[src/hw/rtl/lzss_stream_decompressor_top_defines.svh]
// Assertion macros shared by the decompressor RTL.
`ifndef LZSS_STREAM_DECOMPRESSOR_TOP_DEFINES_SVH
`define LZSS_STREAM_DECOMPRESSOR_TOP_DEFINES_SVH
`ifndef NO_ASSERTIONS
`define LZSSD_ASSERT(lbl, clk, rst_n, prop, msg) \
    lbl: assert property (@(posedge clk) disable iff (!rst_n) prop) else $error(msg);
`define LZSSD_ASSERT_NR(lbl, clk, prop, msg) \
    lbl: assert property (@(posedge clk) prop) else $error(msg);
`else
`define LZSSD_ASSERT(lbl, clk, rst_n, prop, msg)
`define LZSSD_ASSERT_NR(lbl, clk, prop, msg)
`endif
`endif

[src/hw/rtl/lzssd_pkg.sv]
`timescale 1ns / 1ps
package lzssd_pkg;

    localparam int WINDOW_DEPTH_DEF = 4096;
    localparam int MAX_RUN          = 18;
    localparam int MIN_RUN          = 3;
    localparam int BYTE_W           = 8;
    localparam int OLEN_W           = 31;
    localparam int CNT_W            = 32;
    localparam int DIST_W           = 12;
    localparam int LEN_W            = $clog2(MAX_RUN + 1);
    localparam int FLAGS_PER_BYTE   = 8;
    localparam int FIDX_W           = $clog2(FLAGS_PER_BYTE);
    localparam int SUM_BYTES        = 4;
    localparam int SEEN_W           = $clog2(SUM_BYTES);
    localparam logic [BYTE_W-1:0] SPACE_BYTE = 8'h20;

    typedef enum logic [2:0] {
        PH_FLAG,
        PH_PACKET,
        PH_PTR_HIGH,
        PH_SUM,
        PH_DONE
    } t_phase;

    typedef enum logic [1:0] {
        OP_NONE,
        OP_LIT,
        OP_RUN,
        OP_VERDICT
    } t_op;

    typedef struct packed {
        t_op               op;
        logic              clear;
        logic [BYTE_W-1:0] data;
        logic [DIST_W-1:0] distance;
        logic [LEN_W-1:0]  len;
        logic              ok;
    } t_cmd;

    typedef struct packed {
        logic             idle;
        logic [CNT_W-1:0] count;
        logic [CNT_W-1:0] sum;
    } t_emit_status;

endpackage

[src/hw/rtl/lzssd_emit.sv]
`timescale 1ns / 1ps
`include "lzss_stream_decompressor_top_defines.svh"
module lzssd_emit #(
    parameter int WINDOW_DEPTH = lzssd_pkg::WINDOW_DEPTH_DEF
) (
    input  logic                            i_clk,
    input  logic                            i_rst_n,
    input  logic                            i_cmd_valid,
    input  lzssd_pkg::t_cmd                 i_cmd,
    output lzssd_pkg::t_emit_status         o_status,
    output logic                            o_ram_we,
    output logic [$clog2(WINDOW_DEPTH)-1:0] o_ram_waddr,
    output logic [lzssd_pkg::BYTE_W-1:0]    o_ram_wdata,
    output logic                            o_ram_re,
    output logic [$clog2(WINDOW_DEPTH)-1:0] o_ram_raddr,
    input  logic [lzssd_pkg::BYTE_W-1:0]    i_ram_rdata,
    output logic                            o_valid,
    input  logic                            i_ready,
    output logic [lzssd_pkg::BYTE_W-1:0]    o_byte,
    output logic                            o_kind,
    output logic                            o_ok,
    output logic                            o_last
);
    import lzssd_pkg::*;

    localparam int AW = $clog2(WINDOW_DEPTH);
    localparam int DW = AW + 1;

    logic [LEN_W-1:0]  r_rem;
    logic [DW-1:0]     r_dist;
    logic [CNT_W-1:0]  r_rd_cnt;
    logic [CNT_W-1:0]  r_cnt;
    logic [CNT_W-1:0]  r_sum;
    logic              r_b_valid;
    logic              r_b_kind;
    logic              r_b_lit;
    logic              r_b_space;
    logic              r_b_fwd;
    logic [BYTE_W-1:0] r_b_data;
    logic              r_b_ok;
    logic              r_b_last;
    logic [BYTE_W-1:0] r_prev;
    logic              r_o_valid;
    logic [BYTE_W-1:0] r_o_byte;
    logic              r_o_kind;
    logic              r_o_ok;
    logic              r_o_last;

    logic              b_adv;
    logic              a_fire;
    logic              b_data_beat;
    logic [CNT_W-1:0]  rd_pos;
    logic              a_space;
    logic [BYTE_W-1:0] b_val;
    logic [DW-1:0]     cmd_dist;
    logic [CNT_W-1:0]  cnt_base;
    logic              idle;

    assign b_adv       = r_b_valid && (!r_o_valid || i_ready);
    assign a_fire      = (r_rem != '0) && (!r_b_valid || b_adv);
    assign rd_pos      = r_rd_cnt - CNT_W'(r_dist);
    assign a_space     = r_rd_cnt < CNT_W'(r_dist);
    assign b_data_beat = b_adv && !r_b_kind;
    assign idle        = (r_rem == '0) && !r_b_valid;
    assign cmd_dist    = (i_cmd.distance == '0) ? DW'(WINDOW_DEPTH) : DW'(i_cmd.distance);
    assign cnt_base    = i_cmd.clear ? '0 : r_cnt;

    // distance one reads the byte being written this cycle
    always_comb begin
        if (r_b_lit) begin
            b_val = r_b_data;
        end else if (r_b_space) begin
            b_val = SPACE_BYTE;
        end else if (r_b_fwd) begin
            b_val = r_prev;
        end else begin
            b_val = i_ram_rdata;
        end
    end

    assign o_ram_we    = b_data_beat;
    assign o_ram_waddr = r_cnt[AW-1:0];
    assign o_ram_wdata = b_val;
    assign o_ram_re    = a_fire;
    assign o_ram_raddr = rd_pos[AW-1:0];

    assign o_status.idle  = idle;
    assign o_status.count = r_cnt;
    assign o_status.sum   = r_sum;

    always_ff @(posedge i_clk) begin
        if (!i_rst_n) begin
            r_rem     <= '0;
            r_cnt     <= '0;
            r_sum     <= '0;
            r_b_valid <= 1'b0;
            r_o_valid <= 1'b0;
        end else begin
            if (i_cmd_valid) begin
                if (i_cmd.clear) begin
                    r_cnt <= '0;
                    r_sum <= '0;
                end
                if (i_cmd.op == OP_RUN) begin
                    r_rem <= i_cmd.len;
                end
                if (i_cmd.op == OP_LIT || i_cmd.op == OP_VERDICT) begin
                    r_b_valid <= 1'b1;
                end
            end else begin
                if (a_fire) begin
                    r_rem     <= r_rem - 1'b1;
                    r_b_valid <= 1'b1;
                end else if (b_adv) begin
                    r_b_valid <= 1'b0;
                end
                if (b_data_beat) begin
                    r_cnt <= r_cnt + 1'b1;
                    r_sum <= r_sum + CNT_W'(b_val);
                end
            end
            if (b_adv) begin
                r_o_valid <= 1'b1;
            end else if (i_ready) begin
                r_o_valid <= 1'b0;
            end
        end
    end

    always_ff @(posedge i_clk) begin
        if (i_cmd_valid) begin
            r_rd_cnt <= cnt_base;
            r_dist   <= cmd_dist;
            r_b_kind <= (i_cmd.op == OP_VERDICT);
            r_b_lit  <= 1'b1;
            r_b_data <= i_cmd.data;
            r_b_ok   <= i_cmd.ok;
            r_b_last <= 1'b1;
        end else if (a_fire) begin
            r_rd_cnt  <= r_rd_cnt + 1'b1;
            r_b_kind  <= 1'b0;
            r_b_lit   <= 1'b0;
            r_b_space <= a_space;
            r_b_fwd   <= (r_dist == DW'(1));
            r_b_ok    <= 1'b0;
            r_b_last  <= (r_rem == LEN_W'(1));
        end
        if (b_data_beat) begin
            r_prev <= b_val;
        end
        if (b_adv) begin
            r_o_byte <= r_b_kind ? '0 : b_val;
            r_o_kind <= r_b_kind;
            r_o_ok   <= r_b_ok;
            r_o_last <= r_b_last;
        end
    end

    assign o_valid = r_o_valid;
    assign o_byte  = r_o_byte;
    assign o_kind  = r_o_kind;
    assign o_ok    = r_o_ok;
    assign o_last  = r_o_last;

    `LZSSD_ASSERT(a_cmd_when_idle, i_clk, i_rst_n,
        i_cmd_valid |-> idle,
        "command while run in flight")
    `LZSSD_ASSERT(a_issue_lead, i_clk, i_rst_n,
        (r_rem != '0) |-> ((r_rd_cnt - r_cnt) <= CNT_W'(1)),
        "read position ran ahead of writes")
    `LZSSD_ASSERT(a_last_at_end, i_clk, i_rst_n,
        (r_b_valid && r_b_last) |-> (r_rem == '0),
        "last marked with run bytes left")
endmodule

[config.mk]
export PLATFORM = sky130hd
export DESIGN_NAME = lzssd_emit
export DESIGN_NICKNAME = d
export VERILOG_FILES = /design/src/hw/rtl/lzssd_pkg.sv /design/src/hw/rtl/lzssd_emit.sv
export VERILOG_INCLUDE_DIRS = /design/src /design/src/hw/rtl
export SDC_FILE = /design/constraint.sdc
export NUM_CORES = 1
export LEC_CHECK = 0
export BUFFER_PORTS_ARGS = -buffer_cell sky130_fd_sc_hd__buf_2
export CORE_AREA = 2 2 131 133
export DETAILED_ROUTE_END_ITERATION = 6
export DIE_AREA = 0 0 133 135
export HOLD_SLACK_MARGIN = 0.12
export PLACE_DENSITY = 0.73
export SLEW_MARGIN = 0
export SYNTH_ARGS = -nofsm -noshare
export SYNTH_HDL_FRONTEND = slang
export SYNTH_SLANG_ARGS = --single-unit
[constraint.sdc]
create_clock -name i_clk -period 2.7 [get_ports i_clk]
set_clock_uncertainty 0.15 [all_clocks]
set_input_delay 0.405 -clock i_clk [delete_from_list [all_inputs] [get_ports i_clk]]
set_output_delay 0.405 -clock i_clk [all_outputs]
set_load 0.1 [all_outputs]
Word-level counts from Yosys, hierarchy flattened:

Cells that the tools add are included.

* register bits: 149
* logic and storage cells: 80
* bits of input ports: 41

* bitwise gates (word level): 1
* $lt $le $gt $ge: 1
* reduce and logical (&&, ||, !) cells: 21
* add/subtract/negate cells: 5
* muxes and demuxes: 24
* equal/unequal tests: 8

Operators with widths (number)
* two-way mux 32 bit: 8
* adder 32 x 1 -> 32 bit, second input constant: 2
* adder 32 x 8 -> 32 bit: 1
* < comparator 32 x 13 -> 1 bit: 1
* two-way mux 8 bit: 3
* two-way mux 5 bit: 3
* equality test 13 x 1 -> 1 bit, second input constant: 1
* two-way mux 13 bit: 1
* zero test 12 bit: 1
* subtractor 12 bit: 1
* two-way mux 1 bit: 9
* AND reduction 2 bit: 4
* != test 2 x 1 -> 1 bit, second input constant: 3
* nonzero test 2 bit: 3
* equality test 5 x 1 -> 1 bit, second input constant: 1
* zero test 5 bit: 1
* nonzero test 5 bit: 1
* subtractor 5 x 1 -> 5 bit, second input constant: 1
* equality test 2 bit, second input constant: 2
* logical AND 1 bit: 4
* zero test 1 bit: 3
* logical OR 1 bit: 3
* nonzero test 3 bit: 1
* equality test 2 x 1 -> 1 bit, second input constant: 1
* NOT 1 bit: 1

Logic depth before layout (Yosys ltp):

* word-level depth: 7
* gate-level depth with buffers: 12
* depth with buffers taken out: 10

Least setup slack after synthesis:

OpenSTA, ideal clock, no wires.

* path type: flip-flop to output port
* from: register r_rd_cnt[0]
* to: output port o_ram_raddr[10]
* cell stages (with the launch flop): 9
* arrival: 5.048 ns
* required time: 2.145 ns
* path slack: -2.903 ns
* cells stage by stage: edfxtp_1 -> inv_1 -> ha_1 -> fa_1 -> nor2b_1 -> o21ai_1 -> a21oi_1 -> o41ai_1 -> o311ai_0

* word-level cells in the longest chain between the ends: 1

RTL lines
* start, declared: RTL line lzssd_emit.sv:31 `logic [CNT_W-1:0] r_rd_cnt;`
* start signal, assigned: RTL line lzssd_emit.sv:132 `r_rd_cnt <= cnt_base;`
* start signal, assigned: RTL line lzssd_emit.sv:140 `r_rd_cnt <= r_rd_cnt + 1'b1;`
* subtractor 12 bit: RTL line lzssd_emit.sv:61 `assign rd_pos = r_rd_cnt - CNT_W'(r_dist);`
* end, declared: RTL line lzssd_emit.sv:15 `output logic [$clog2(WINDOW_DEPTH)-1:0] o_ram_raddr,`

No other way between the ends.

Worst setup path after layout:

* from: register r_dist[1]
* to: output port o_ram_raddr[11]

* word-level cells in the longest chain between the ends: 1

RTL lines
* start, declared: RTL line lzssd_emit.sv:30 `logic [DW-1:0] r_dist;`
* start signal, assigned: RTL line lzssd_emit.sv:133 `r_dist <= cmd_dist;`
* subtractor 12 bit: RTL line lzssd_emit.sv:61

No other way between the ends.

==> results.sh <==
export IMPL_status="finished with violations"
export IMPL_violations="setup timing"
export IMPL_synth_cells=906
export IMPL_cp_max_fo=2
export IMPL_worst_ep_required_time_ps=2140
export IMPL_cts_tree="built"
export IMPL_setup_violations=9
export IMPL_hp_start="i_cmd[1]"
export IMPL_cp_cell_sequence="inv_2, ha_4, nor2b_4, o2111a_1, o311ai_2, a31oi_2, o41ai_2, buf_4, xnor2_4, buf_12"
export IMPL_crit_type="flip-flop to primary output"
export IMPL_core_sq_mm=0.01641
export IMPL_hold_worst_slack_ps=166.9
export IMPL_dr_pass1_iters=5
export IMPL_clkSinkCount=149
export IMPL_ys_async_sr_fraction_pct=0
export IMPL_grt_pass1_wl_um=36490
export IMPL_n_fill_cell=1258
export IMPL_fp_dieH_um=135
export IMPL_multi_input_area_sq_mm=0.004848
export IMPL_period_needed_ps=3216
export IMPL_wl_per_cell_um=17.05
export IMPL_cell_internal_pwr_mw=6.338
export IMPL_first_global_vias=7158
export IMPL_layout_commonest_cell="buf_2"
export IMPL_grtUsageTotal_pct=25.57
export IMPL_routed_wirelength_um=22950
export IMPL_yosysWarnings=0
export IMPL_num_rows=47
export IMPL_grt_max_degree=61
export IMPL_total_power_mw=11.47
export IMPL_max_cap_viol_count=0
export IMPL_dp_hpwl_um=15990
export IMPL_setup_worst_path_start="r_dist[1]"
export IMPL_drive_gt1_share_pct=31.17
export IMPL_max_freq_ghz=0.3109
export IMPL_die_area_sq_mm=0.01796
export IMPL_final_core_utilization_pct=68.92
export IMPL_worstMarginPinSlew_ps=639.3
export IMPL_critPathBufInv=3
export IMPL_rsz0062_at_grt="true"
export IMPL_layout_setup_ws_ps=-516.1
export IMPL_io_pins=152
export IMPL_antenna_found_initial=0
export IMPL_regArea_sq_mm=0.003744
export IMPL_period_share_pct=119.1
export IMPL_synth_nets=977
export IMPL_overflow=0
export IMPL_max_vdd_ir_drop_mv=1.184
export IMPL_slowest_delay_ps=410
export IMPL_die_w_um=133
export IMPL_clock_power_share_pct=19.7
export IMPL_avgSynthCellArea_sq_um=9.221
export IMPL_numCtsBuffers=17
export IMPL_critical_path_top_delay_family="compound AO/OA/AOI/OAI gates"
export IMPL_crit_path_end_kind="primary output"
export IMPL_ys_seq_elements=149
export IMPL_finalNetCount=1184
export IMPL_drc=0
export IMPL_power_leakage_nw=4.697
export IMPL_io_buffers=151
export IMPL_synth_edf_count=76
export IMPL_clockRootBuffer="clkbuf_16"
export IMPL_antenna_left=0
export IMPL_hp_class="primary input to flip-flop"
export IMPL_ys_types=64
export IMPL_gp_congestion=0.9531
export IMPL_syn_to_final_growth_pct=35.36
export IMPL_layout_common_cells="buf_2, nand2_1, buf_4, edfxtp_1, dfxtp_1"
export IMPL_clkTransAtPathRegs_ps=60
export IMPL_initial_utilization_pct=50.92
export IMPL_cp_arrival_ps=2660
export IMPL_n_antenna_cell=0
export IMPL_ys_seq_area_share_pct=44.81
export IMPL_via_count=7567
export IMPL_ys_flop_type="edfxtp_1"
export IMPL_finalHoldViolations=0
export IMPL_htreeDepth=4
export IMPL_worst_path_max_delay_cell="edfxtp_1"
export IMPL_netSwitchingPower_mw=5.131
export IMPL_first_iter_violations=527
export IMPL_switching_share_pct=44.74
export IMPL_power_frac_seq_pct=27.8
export IMPL_start_kind="flip-flop"
export IMPL_maxSlewViolCount=0
export IMPL_reg2reg_from="r_dist[0]"
export IMPL_insertion_delay_ps=430
export IMPL_p_comb_share_pct=52.5
export IMPL_slew_headroom_pct=57.38
export IMPL_synth_area_sq_mm=0.008354
export IMPL_via_per_inst=5.622
export IMPL_powerDensity_mw_per_mm2=1014
export IMPL_cts_buffer_depth=2
==> worst paths after layout <==
path,endpoint,slack [ps],cells after the start
min reg2reg,o_ok,280,0
min,r_rem[0],170,3
max reg2reg,r_b_space,-10,9
max,o_ram_raddr[11],-520,10
==> final cells by class <==
type                       count  share of cell area, %
clock buffer                  23                  4.437
timing repair buffer         250                  15.25
clock inverter                 9                 0.5422
inverter                      41                  1.361
multi-input combinational    654                  42.87
tap                          220                  2.434
sequential                   149                  33.10
==> what timing repair did <==
| action | CTS | global route |
|---|---|---|
| pin swaps | 14 | 12 |
| gates resized for setup | 25 | 27 |
| endpoints found under the hold margin | 21 | 0 |
| endpoints found under the setup margin | 13 | 28 |
| buffers inserted | 6 | 9 |
| hold buffers | 21 | 0 |
==> flip-flops by register name (all words and copies together) (netlist names), 5 cells and up <==
| name | cells |
|---|---|
| r_b_data | 8 |
| o_byte | 8 |
| r_prev | 8 |
| r_dist | 13 |
| r_rd_cnt | 32 |
| r_rem | 5 |
| r_cnt | 32 |
| r_sum | 32 |
==> through the flow <==
stage	std cells	area (sq um)	setup slack (ps)	TNS [ps]
after floorplan	906	8838	-476.4	-7464
after global placement	1280	10190	-169.5	-222.0
after detailed placement	1280	10190	-185.6	-425.6
after CTS	1339	11150	-544.0	-2590
after global routing	1346	11310	-622.8	-3700
final	1346	11310	-516.1	-2454
==> layer usage <==
metal  vias up  track usage, %  routed length [um]
met5         -               0                   0
met4         0           10.04                 591
met3        42           3.641                1168
met2       239           42.00               11000
met1      3616           34.36               10190
li1       3670               -                   -
==> Yosys cell counts (5+ instances only) <==
cell type	instances	area share (%)
mux2i_1	21	2.5
or3_1	7	0.52
inv_1	41	1.8
nand4_1	29	2.2
buf_4	13	1.2
and2_1	31	2.3
xor2_1	22	2.3
nor3_1	19	1.1
xnor2_1	33	3.5
a21boi_0	10	0.90
nand3_1	49	2.9
o21a_1	13	1.2
nor2b_1	11	0.82
ha_1	28	4.2
and4_1	7	0.73
a21oi_1	20	1.2
nor2_1	54	2.4
clkbuf_1	43	1.9
nand2b_1	15	1.1
dfxtp_1	73	17
nor4_1	12	0.90
nand2_1	101	4.5
and3_1	27	2.0
o21ai_0	39	2.3
o22ai_1	32	2.4
a31oi_1	6	0.45
edfxtp_1	76	27
a21o_1	5	0.45
==> kinds of logic (layout without fill, tap and decap cells) <==
family / count (synthesis) / count (layout) / synth area share [%]
multiplexers: 21 / 21 / 2.516
AO/OA/AOI/OAI: 158 / 158 / 12.24
AND/OR/NAND/NOR: 390 / 390 / 24.73
buffers and inverters: 103 / 323 / 5.272
flip-flops: 149 / 149 / 44.81
adder cells (fa/ha/maj): 30 / 30 / 4.673
XOR/XNOR: 55 / 55 / 5.766
==> power groups by stage <==
stage          registers (mW)  clock network [mW]  logic [mW]
5_1_grt                  3.23                2.36        6.33
6_report                 3.18                2.26        6.02
2_1_floorplan            3.51                   0        3.75
3_5_place_dp             3.20                   0        5.58
3_3_place_gp             3.19                   0        5.53
4_1_cts                  3.17                2.29        5.84
==> tightest hold or removal path: cells and delay by family <==
family	cells	cell delay, ps
buffers and inverters	1	70
and+or+nand+nor	1	140
AOI/OAI and AO/OA	1	100
No activity file was read; power rests on OpenSTA's default activity.
