## src/hw/rtl/lzss_stream_decompressor_top_defines.svh

```systemverilog
// Assertion macros shared by the decompressor RTL.
`ifndef LZSS_STREAM_DECOMPRESSOR_TOP_DEFINES_SVH
`define LZSS_STREAM_DECOMPRESSOR_TOP_DEFINES_SVH
`ifndef NO_ASSERTIONS
`define LZSSD_ASSERT(lbl, clk, rst_n, prop, msg) \
    lbl: assert property (@(posedge clk) disable iff (!rst_n) prop) else $error(msg);
`define LZSSD_ASSERT_NR(lbl, clk, prop, msg) \
    lbl: assert property (@(posedge clk) prop) else $error(msg);
`else
`define LZSSD_ASSERT(lbl, clk, rst_n, prop, msg)
`define LZSSD_ASSERT_NR(lbl, clk, prop, msg)
`endif
`endif

```

## src/hw/rtl/lzssd_pkg.sv

```systemverilog
`timescale 1ns / 1ps
package lzssd_pkg;

    localparam int WINDOW_DEPTH_DEF = 4096;
    localparam int MAX_RUN          = 18;
    localparam int MIN_RUN          = 3;
    localparam int BYTE_W           = 8;
    localparam int OLEN_W           = 31;
    localparam int CNT_W            = 32;
    localparam int DIST_W           = 12;
    localparam int LEN_W            = $clog2(MAX_RUN + 1);
    localparam int FLAGS_PER_BYTE   = 8;
    localparam int FIDX_W           = $clog2(FLAGS_PER_BYTE);
    localparam int SUM_BYTES        = 4;
    localparam int SEEN_W           = $clog2(SUM_BYTES);
    localparam logic [BYTE_W-1:0] SPACE_BYTE = 8'h20;

    typedef enum logic [2:0] {
        PH_FLAG,
        PH_PACKET,
        PH_PTR_HIGH,
        PH_SUM,
        PH_DONE
    } t_phase;

    typedef enum logic [1:0] {
        OP_NONE,
        OP_LIT,
        OP_RUN,
        OP_VERDICT
    } t_op;

    typedef struct packed {
        t_op               op;
        logic              clear;
        logic [BYTE_W-1:0] data;
        logic [DIST_W-1:0] distance;
        logic [LEN_W-1:0]  len;
        logic              ok;
    } t_cmd;

    typedef struct packed {
        logic             idle;
        logic [CNT_W-1:0] count;
        logic [CNT_W-1:0] sum;
    } t_emit_status;

endpackage

```

## src/hw/rtl/lzssd_ctrl.sv

```systemverilog
`timescale 1ns / 1ps
`include "lzss_stream_decompressor_top_defines.svh"
module lzssd_ctrl (
    input  logic                        i_clk,
    input  logic                        i_rst_n,
    input  logic                        i_cfg_wr_en,
    input  logic [lzssd_pkg::OLEN_W-1:0] i_cfg_wr_data,
    input  logic                        i_valid,
    output logic                        o_ready,
    input  logic [lzssd_pkg::BYTE_W-1:0] i_byte,
    input  logic                        i_start,
    input  lzssd_pkg::t_emit_status     i_status,
    output logic                        o_cmd_valid,
    output lzssd_pkg::t_cmd             o_cmd
);
    import lzssd_pkg::*;

    logic [OLEN_W-1:0] r_olen;
    t_phase            r_phase, n_phase, e_phase, base_phase;
    logic [BYTE_W-1:0] r_flags, n_flags;
    logic [FIDX_W-1:0] r_fidx, n_fidx;
    logic [BYTE_W-1:0] r_ptr, n_ptr;
    logic [CNT_W-1:0]  r_stored, n_stored;
    logic [SEEN_W-1:0] r_seen, n_seen;

    logic              accept;
    logic [CNT_W-1:0]  cnt_now;
    logic [CNT_W-1:0]  stored_now;
    logic [SEEN_W-1:0] seen_now;
    logic [CNT_W-1:0]  stored_calc;
    logic              lit_bit;
    logic              last_packet;
    logic [LEN_W-1:0]  len_full;
    t_cmd              cmd;

    assign o_ready     = i_status.idle;
    assign accept      = i_valid && i_status.idle;
    assign cnt_now     = i_start ? '0 : i_status.count;
    assign stored_now  = i_start ? '0 : r_stored;
    assign seen_now    = i_start ? '0 : r_seen;
    assign lit_bit     = r_flags[r_fidx];
    assign last_packet = (r_fidx == FIDX_W'(FLAGS_PER_BYTE - 1));
    assign stored_calc = stored_now | (CNT_W'(i_byte) << {seen_now, 3'b000});
    assign len_full    = LEN_W'(i_byte[3:0]) + LEN_W'(MIN_RUN);

    always_comb begin
        base_phase = i_start ? PH_FLAG : r_phase;
        e_phase    = base_phase;
        if ((base_phase == PH_FLAG || base_phase == PH_PACKET) &&
            cnt_now >= CNT_W'(r_olen)) begin
            e_phase = PH_SUM;
        end
    end

    // next state
    always_comb begin
        n_phase = r_phase;
        if (accept) begin
            case (e_phase)
                PH_FLAG:     n_phase = PH_PACKET;
                PH_PACKET: begin
                    if (!lit_bit) begin
                        n_phase = PH_PTR_HIGH;
                    end else begin
                        n_phase = last_packet ? PH_FLAG : PH_PACKET;
                    end
                end
                PH_PTR_HIGH: n_phase = last_packet ? PH_FLAG : PH_PACKET;
                PH_SUM:      n_phase = (seen_now == SEEN_W'(SUM_BYTES - 1)) ? PH_DONE : PH_SUM;
                PH_DONE:     n_phase = PH_DONE;
                default:     n_phase = PH_FLAG;
            endcase
        end
    end

    // outputs and datapath
    always_comb begin
        n_flags   = r_flags;
        n_fidx    = r_fidx;
        n_ptr     = r_ptr;
        n_stored  = stored_now;
        n_seen    = seen_now;
        cmd       = '0;
        cmd.op    = OP_NONE;
        cmd.clear = i_start;
        case (e_phase)
            PH_FLAG: begin
                n_flags = i_byte;
                n_fidx  = '0;
            end
            PH_PACKET: begin
                if (lit_bit) begin
                    cmd.op   = OP_LIT;
                    cmd.data = i_byte;
                    n_fidx   = r_fidx + 1'b1;
                end else begin
                    n_ptr = i_byte;
                end
            end
            PH_PTR_HIGH: begin
                cmd.op       = OP_RUN;
                cmd.distance = {i_byte[7:4], r_ptr};
                cmd.len      = (len_full > LEN_W'(MAX_RUN)) ? LEN_W'(MAX_RUN) : len_full;
                n_fidx       = r_fidx + 1'b1;
            end
            PH_SUM: begin
                n_stored = stored_calc;
                n_seen   = seen_now + 1'b1;
                if (seen_now == SEEN_W'(SUM_BYTES - 1)) begin
                    cmd.op = OP_VERDICT;
                    cmd.ok = (stored_calc == i_status.sum);
                end
            end
            PH_DONE: begin
                cmd.op = OP_NONE;
            end
            default: begin
                cmd.op = OP_NONE;
            end
        endcase
    end

    assign o_cmd_valid = accept;
    assign o_cmd       = cmd;

    always_ff @(posedge i_clk) begin
        if (!i_rst_n) begin
            r_olen   <= '0;
            r_phase  <= PH_FLAG;
            r_flags  <= '0;
            r_fidx   <= '0;
            r_ptr    <= '0;
            r_stored <= '0;
            r_seen   <= '0;
        end else begin
            if (i_cfg_wr_en) begin
                r_olen <= i_cfg_wr_data;
            end
            r_phase <= n_phase;
            if (accept) begin
                r_flags  <= n_flags;
                r_fidx   <= n_fidx;
                r_ptr    <= n_ptr;
                r_stored <= n_stored;
                r_seen   <= n_seen;
            end
        end
    end

    `LZSSD_ASSERT(a_done_silent, i_clk, i_rst_n,
        (accept && !i_start && r_phase == PH_DONE) |-> (cmd.op == OP_NONE),
        "byte after verdict produced output")
    `LZSSD_ASSERT(a_run_only_ptr, i_clk, i_rst_n,
        (accept && cmd.op == OP_RUN) |-> (r_phase == PH_PTR_HIGH && !i_start),
        "run issued outside pointer high byte")
    `LZSSD_ASSERT_NR(a_reset_phase, i_clk,
        !i_rst_n |=> (r_phase == PH_FLAG && r_seen == '0),
        "reset did not clear parser")
endmodule

```

## config.mk

```make
export PLATFORM = sky130hd
export DESIGN_NAME = lzssd_ctrl
export DESIGN_NICKNAME = d
export VERILOG_FILES = /design/src/hw/rtl/lzssd_pkg.sv /design/src/hw/rtl/lzssd_ctrl.sv
export VERILOG_INCLUDE_DIRS = /design/src /design/src/hw/rtl
export SDC_FILE = /design/constraint.sdc
export NUM_CORES = 1
export LEC_CHECK = 0
export ABC_AREA = 1
export BUFFER_PORTS_ARGS = -buffer_cell sky130_fd_sc_hd__buf_2
export CORE_ASPECT_RATIO = 0.8
export CORE_MARGIN = 5
export CORE_UTILIZATION = 49
export CTS_CLUSTER_DIAMETER = 30
export DETAILED_ROUTE_END_ITERATION = 16
export HOLD_SLACK_MARGIN = 0.1
export PLACE_DENSITY = 0.77
export SYNTH_ARGS = -nofsm -noshare
export SYNTH_HDL_FRONTEND = slang
export SYNTH_SLANG_ARGS = --single-unit
```

## constraint.sdc

```tcl
create_clock -name i_clk -period 3.2 [get_ports i_clk]
set_input_delay 0.64 -clock i_clk [delete_from_list [all_inputs] [get_ports i_clk]]
set_output_delay 0.64 -clock i_clk [all_outputs]
set_load 0.05 [all_outputs]
```

Word-level counts from Yosys, hierarchy flattened
Cells that the tools add are included.
Storage, ports and cells
  memories: 0
  ROM bits: 0
  bits of input ports: 109
  output and inout bits: 31
  latch bits: 0
  logic and storage cells: 58
  register bits after elaboration: 87
  RAM bits: 0
Cells by class
  equal/unequal tests: 9
  reduce and logical (&&, ||, !) cells: 9
  bitwise logic cells: 2
  shift-type cells: 1
  mux-type cells: 24
  $lt $le $gt $ge: 3
  multipliers: 0
  add/subtract/negate cells: 3
  div/mod/pow operators: 0
Operators by type and width (number)
  $mux W32: 3
  $eq A32 B32 Y1: 1
  $ge A32 B31 Y1: 1
  $or A32 B32 Y32: 1
  $shl A8 B5 Y32: 1
  $mux W17: 1
  $mux W8: 2
  $pmux W3 S5: 1
  $mux W3: 4
  $pmux W3 S3: 1
  $mux W2: 4
  $eq A3 B1 Y1 const B: 2
  $eq A3 B2 Y1 const B: 2
  $eq A3 B3 Y1 const B: 2
  $logic_not A3 Y1: 2
  $pmux W2 S3: 1
  $reduce_and A3 Y1: 2
  $add A4 B2 Y5 const B: 1
  $gt A5 B5 Y1 const B: 1
  $mux W1: 5
  $mux W5: 1
  $lt A3 B4 Y1 const B: 1
  $add A3 B1 Y3 const B: 1
  $bmux W1 S3: 1
  8 further kinds: 9

Depth between registers and ports, before layout
  depth after elaboration: 8
  depth in mapped cells: 23
  gate-level depth less buffers: 20

Worst setup path after synthesis
No wires, ideal clock.
  kind: input to output
  start: input port i_start
  end: output port o_cmd[18] in the netlist's numbering
  buffers on the path: 4
  arrival time: 3.173 ns
  slack: -0.613 ns
  stages: 17
  cells stage by stage: buf_4 -> inv_2 -> buf_6 -> clkbuf_1 -> nand2_1 -> ha_1 -> nand2_1 -> nor2_1 -> nand2_1 -> nor2_1 -> nor2_1 -> nand2_1 -> nand2_1 -> nand3_1 -> or2_1 -> buf_2 -> nor2_1
RTL lines
  start: declaration: RTL line lzssd_ctrl.sv:11  | input logic i_start,
  end: declaration: RTL line lzssd_ctrl.sv:14  | output lzssd_pkg::t_cmd o_cmd

==> impl_metrics.prom <==
# TYPE chip_impl_metric gauge
chip_impl_metric{name="postCtsHoldBufs",unit=""} 0
chip_impl_metric{name="ioPinCount",unit=""} 140
chip_impl_metric{name="global_route.usage.met1",unit=""} 0.3526
chip_impl_metric{name="post_synth_instance_area",unit="sq mm"} 0.005615
chip_impl_metric{name="finalCritPeriodShare",unit=""} 1.029
chip_impl_metric{name="sequential_cell_area",unit="sq mm"} 0.001742
chip_impl_metric{name="post-route-worst-setup-slack",unit="ns"} -0.09347
chip_impl_info{name="start_kind",value="primary input"} 1
chip_impl_metric{name="average_wire_per_standard_cell",unit="microns"} 15.28
chip_impl_metric{name="worst-endpoint-arrival",unit="ns"} 2.65
chip_impl_metric{name="dr.first_iter.drc_count",unit=""} 650
chip_impl_metric{name="nFillCells",unit=""} 897
chip_impl_info{name="timing.critical_path.to_type",value="primary output"} 1
chip_impl_info{name="min-delay-path-class",value="reg -> reg"} 1
chip_impl_metric{name="power.switching",unit="W"} 0.0008887
chip_impl_metric{name="place_ws",unit="ns"} -0.3470
chip_impl_info{name="gr-max-usage-layer",value="met2"} 1
chip_impl_info{name="run_status",value="finished with violations"} 1
chip_impl_metric{name="ys_ff_latch",unit=""} 87
chip_impl_metric{name="timing.critical_path.slowest_cell_delay",unit="ns"} 0.34
chip_impl_metric{name="worstPathBufferInverterCount",unit=""} 4
chip_impl_metric{name="irDropWorstVdd",unit="V"} 0.0003064
chip_impl_metric{name="route.vias.total",unit=""} 6269
chip_impl_metric{name="period_needed",unit="ns"} 3.293
chip_impl_metric{name="wire_length_of_the_first_global_routing_pass",unit="microns"} 28170
chip_impl_metric{name="pwr-share-comb",unit=""} 0.250
chip_impl_metric{name="hold_viol",unit=""} 0
chip_impl_info{name="critical-path-top-delay-family",value="simple AND/OR/NAND/NOR gates"} 1
chip_impl_metric{name="floorplan.initialDensity",unit=""} 0.4932
chip_impl_info{name="violated_checks",value="negative setup slack"} 1
chip_impl_metric{name="max_slew.worst_pin.slew",unit="ns"} 0.4757
chip_impl_info{name="yosysTopAreaCell",value="dfxtp_1"} 1
chip_impl_metric{name="clkLatencyLatePin",unit="ns"} 0.34
chip_impl_metric{name="die_width",unit="microns"} 129.7
chip_impl_metric{name="crit_fanout",unit=""} 8
chip_impl_metric{name="stdcell_area",unit="sq mm"} 0.008049
chip_impl_metric{name="synth.net_count",unit=""} 991
chip_impl_metric{name="antenna_found_initial",unit=""} 0
chip_impl_info{name="primary_ff_master_synth",value="dfxtp_1"} 1
chip_impl_metric{name="post-route-util",unit=""} 0.7069
chip_impl_info{name="cell_breakdown_of_the_critical_path",value="buf_12 -> buf_12 -> nor2_2 -> ha_1 -> a21oi_2 -> o21ai_0 -> nand2_1 -> nand2_2 -> a21oi_4 -> nand3_2 -> or2_4 -> buf_12 -> nor2_4 -> buf_8"} 1
chip_impl_metric{name="peak_freq",unit="MHz"} 303.6
chip_impl_metric{name="finalSetupViolCount",unit=""} 10
chip_impl_metric{name="placedInstanceArea",unit="sq mm"} 0.007059
chip_impl_metric{name="drive_gt1_frac",unit=""} 0.3278
chip_impl_info{name="tritoncts_clock_tree",value="yes"} 1
chip_impl_metric{name="floorplan.core_area",unit="sq mm"} 0.01139
chip_impl_metric{name="synthesis.area_per_instance",unit="sq um"} 6.638
chip_impl_metric{name="antenna_cells",unit=""} 0
chip_impl_metric{name="syn-instance-count",unit=""} 846
chip_impl_metric{name="gp_congestion",unit=""} 0.8686
chip_impl_metric{name="number_of_buffer_cells_added_on_primary_ports",unit=""} 139
chip_impl_metric{name="global_routing_usage_summed_across_all_routing_layers",unit=""} 0.2501
chip_impl_metric{name="cts-root-to-sink-buffers",unit=""} 2
chip_impl_metric{name="p_per_area",unit="mW/mm^2"} 374.3
chip_impl_metric{name="max_cap_violations",unit=""} 0
chip_impl_metric{name="multi_input_area",unit="sq mm"} 0.003869
chip_impl_metric{name="yosys_top_cell_area_share",unit=""} 0.3102
chip_impl_metric{name="remaining_drc_errors",unit=""} 0
chip_impl_metric{name="grt_start_max_net_pins",unit=""} 50
chip_impl_metric{name="synth_warnings",unit=""} 0
chip_impl_metric{name="clockPowerShare",unit=""} 0.370
chip_impl_info{name="slowest_stage",value="ha_1"} 1
chip_impl_metric{name="die_h",unit="microns"} 105.8
chip_impl_metric{name="leak",unit="nW"} 3.674
chip_impl_metric{name="relSlewSlack",unit=""} 0.6829
chip_impl_metric{name="synth_seq_area_share",unit=""} 0.3102
chip_impl_metric{name="share_seq_of_total_power",unit=""} 0.380
chip_impl_metric{name="number_of_buffers_created_by_cts",unit=""} 9
chip_impl_metric{name="areaGrowthSynthToFinish",unit="%"} 43.34
chip_impl_metric{name="drt-total-wl",unit="microns"} 18020
chip_impl_metric{name="cts_max_level",unit=""} 3
chip_impl_metric{name="route.antenna.remaining_nets",unit=""} 0
chip_impl_metric{name="drt_pass1_iterations",unit=""} 5
chip_impl_metric{name="grt.met2_usage",unit=""} 0.3889
chip_impl_metric{name="grt_use_met3",unit=""} 0.05370
chip_impl_metric{name="final.hold.worst_slack",unit="ns"} 0.4633
chip_impl_metric{name="required",unit="ns"} 2.56
chip_impl_info{name="setup.worst_path.class",value="in -> out"} 1
chip_impl_info{name="clk_root_buffer_cell",value="clkbuf_16"} 1
chip_impl_info{name="cpMostUsedCell",value="buf_12"} 1
chip_impl_metric{name="final.setup_skew",unit="ns"} 0.009513
chip_impl_metric{name="design.final.nets",unit=""} 1171
chip_impl_info{name="unrepaired_setup_endpoints_after_global_routing",value="yes"} 1
chip_impl_metric{name="row_count",unit=""} 35
chip_impl_metric{name="grt_overflow",unit=""} 0
chip_impl_metric{name="clock_edge_transition_at_the_registers_on_the_reported_setup_and_hold_paths",unit="ns"} 0.06
chip_impl_metric{name="synth_enable_flop_cells",unit=""} 0
chip_impl_info{name="top_area_cells_in_the_synthesized_netlist",value="dfxtp_1 31%, nand2_1 11%, a21oi_1 8.4%, ha_1 8.0%, nand3_1 7.1%"} 1
chip_impl_metric{name="async_flop_share",unit=""} 0
chip_impl_metric{name="detail_route.vias_per_cell",unit=""} 5.317
chip_impl_metric{name="sw_frac_of_total",unit=""} 0.2950
chip_impl_metric{name="floorplan.die_area",unit="sq mm"} 0.01371
chip_impl_metric{name="number_of_global_route_vias_before_repair",unit=""} 5857
chip_impl_metric{name="timing_max_transition_violations_final",unit=""} 0
chip_impl_metric{name="ys_types",unit=""} 34
chip_impl_metric{name="cell_internal_pwr",unit="W"} 0.002124
chip_impl_metric{name="clock_tree_sinks",unit=""} 87
chip_impl_metric{name="placed_wire_length_estimate",unit="microns"} 11800
chip_impl_metric{name="p_total",unit="W"} 0.003013
[cells in the final DEF (no fill, tap or decap), types with 4 or more instances in the layout]
master | netlist | layout
nand2_1 | 164 | 144
buf_2 | 3 | 127
inv_1 | 102 | 100
dfxtp_1 | 87 | 87
a21oi_1 | 94 | 86
nand3_1 | 80 | 79
o21ai_0 | 68 | 62
buf_4 | 7 | 58
nor2_1 | 86 | 47
nor2_4 | 2 | 30
xor2_1 | 30 | 30
ha_1 | 36 | 21
nand2_2 | 2 | 17
ha_4 | 0 | 15
a21oi_2 | 5 | 13
o21ai_1 | 5 | 11
nor2_2 | 0 | 11
buf_6 | 3 | 11
buf_8 | 0 | 10
clkbuf_16 | 0 | 9
nor4_1 | 7 | 6
buf_12 | 0 | 6
nand2_4 | 0 | 5
nor3_1 | 5 | 4
o31ai_4 | 0 | 4
[state kept, by name (all words and copies together) (netlist names)]
signal / cells
r_ptr: 8
r_seen: 2
r_phase: 3
r_stored: 32
r_olen: 31
r_flags: 8
r_fidx: 3
[cells by family (layout without fill, tap and decap cells)]
family,Yosys count,count (layout),share of synthesized area
simple gates,355,355,0.2736
compound gates,185,185,0.1758
buf+inv,151,336,0.1103
fa+ha+maj,36,36,0.08021
xor+xnor,32,32,0.04991
flops,87,87,0.3102
[stage by stage]
| stage | std cells | TNS, ns |
|---|---|---|
| after global placement | 1145 | -2.383 |
| after CTS | 1174 | -0.3648 |
| after floorplan | 846 | -0.03092 |
| final | 1179 | -0.7953 |
| after detailed placement | 1145 | -2.767 |
| after global routing | 1179 | -1.702 |
[tightest hold or removal path: cells and delay by family (launching register included)]
| kind | cells | cell delay [ns] |
|---|---|---|
| and+or+nand+nor | 1 | 0.06 |
| DFF | 1 | 0.31 |
| AOI/OAI and AO/OA | 1 | 0.05 |
[cell usage after synthesis, types with 3 or more instances]
library cell    n
dfxtp_1        87
nand4_1         3
a21oi_1        94
nor2_1         86
buf_4           7
ha_1           36
inv_1         102
o21ai_1         5
o31ai_1         7
xor2_1         30
buf_1           3
buf_6           3
a21oi_2         5
nand2_1       164
nor4_1          7
o21ai_0        68
nor3_1          5
clkbuf_1       30
nand3_1        80
buf_2           3
[what timing repair did]
action,4_1_cts,5_1_grt
setup buffers,10,5
resized for setup,71,54
pin swaps,31,23
cloned,3,0
setup endpoints to repair,11,11
[power by group through the flow]
stage / clock [W] / combinational, W / sequential [W]
after global routing: 0.00116 / 0.000823 / 0.00115
after global placement: 0 / 0.000605 / 0.00117
after floorplan: 0 / 0.000429 / 0.00116
after detailed placement: 0 / 0.000618 / 0.00117
final: 0.00112 / 0.000753 / 0.00114
after CTS: 0.00112 / 0.000675 / 0.00114
[metal layers]
metal  routed length, microns  share of wire
met5                        0              0
met1                     7987           0.44
met3                     1354          0.075
met2                     8382           0.47
met4                      293          0.016
[layout make-up]
type	instances	share of cell area
Clock buffer	12	0.02938
Clock inverter	4	0.008705
Inverter	105	0.04959
Multi-Input combinational cell	608	0.4806
Sequential cell	87	0.2164
Tap cell	148	0.02301
Timing Repair Buffer	215	0.1923
[final timing paths]
path,start,endpoint,slack [ns],cells after the start
worst min-delay path,r_stored[5]$_SDFFE_PN0P_,r_stored[5]$_SDFFE_PN0P_,0.46,2
worst max register to register,r_olen[20]$_SDFFE_PN0P_,r_ptr[3]$_SDFFE_PN0P_,0.75,16
worst max-delay path,i_start,o_cmd[20],-0.09,14
worst min register to register,r_stored[5]$_SDFFE_PN0P_,r_stored[5]$_SDFFE_PN0P_,0.46,2
Power figures use the tool's default switching activity.
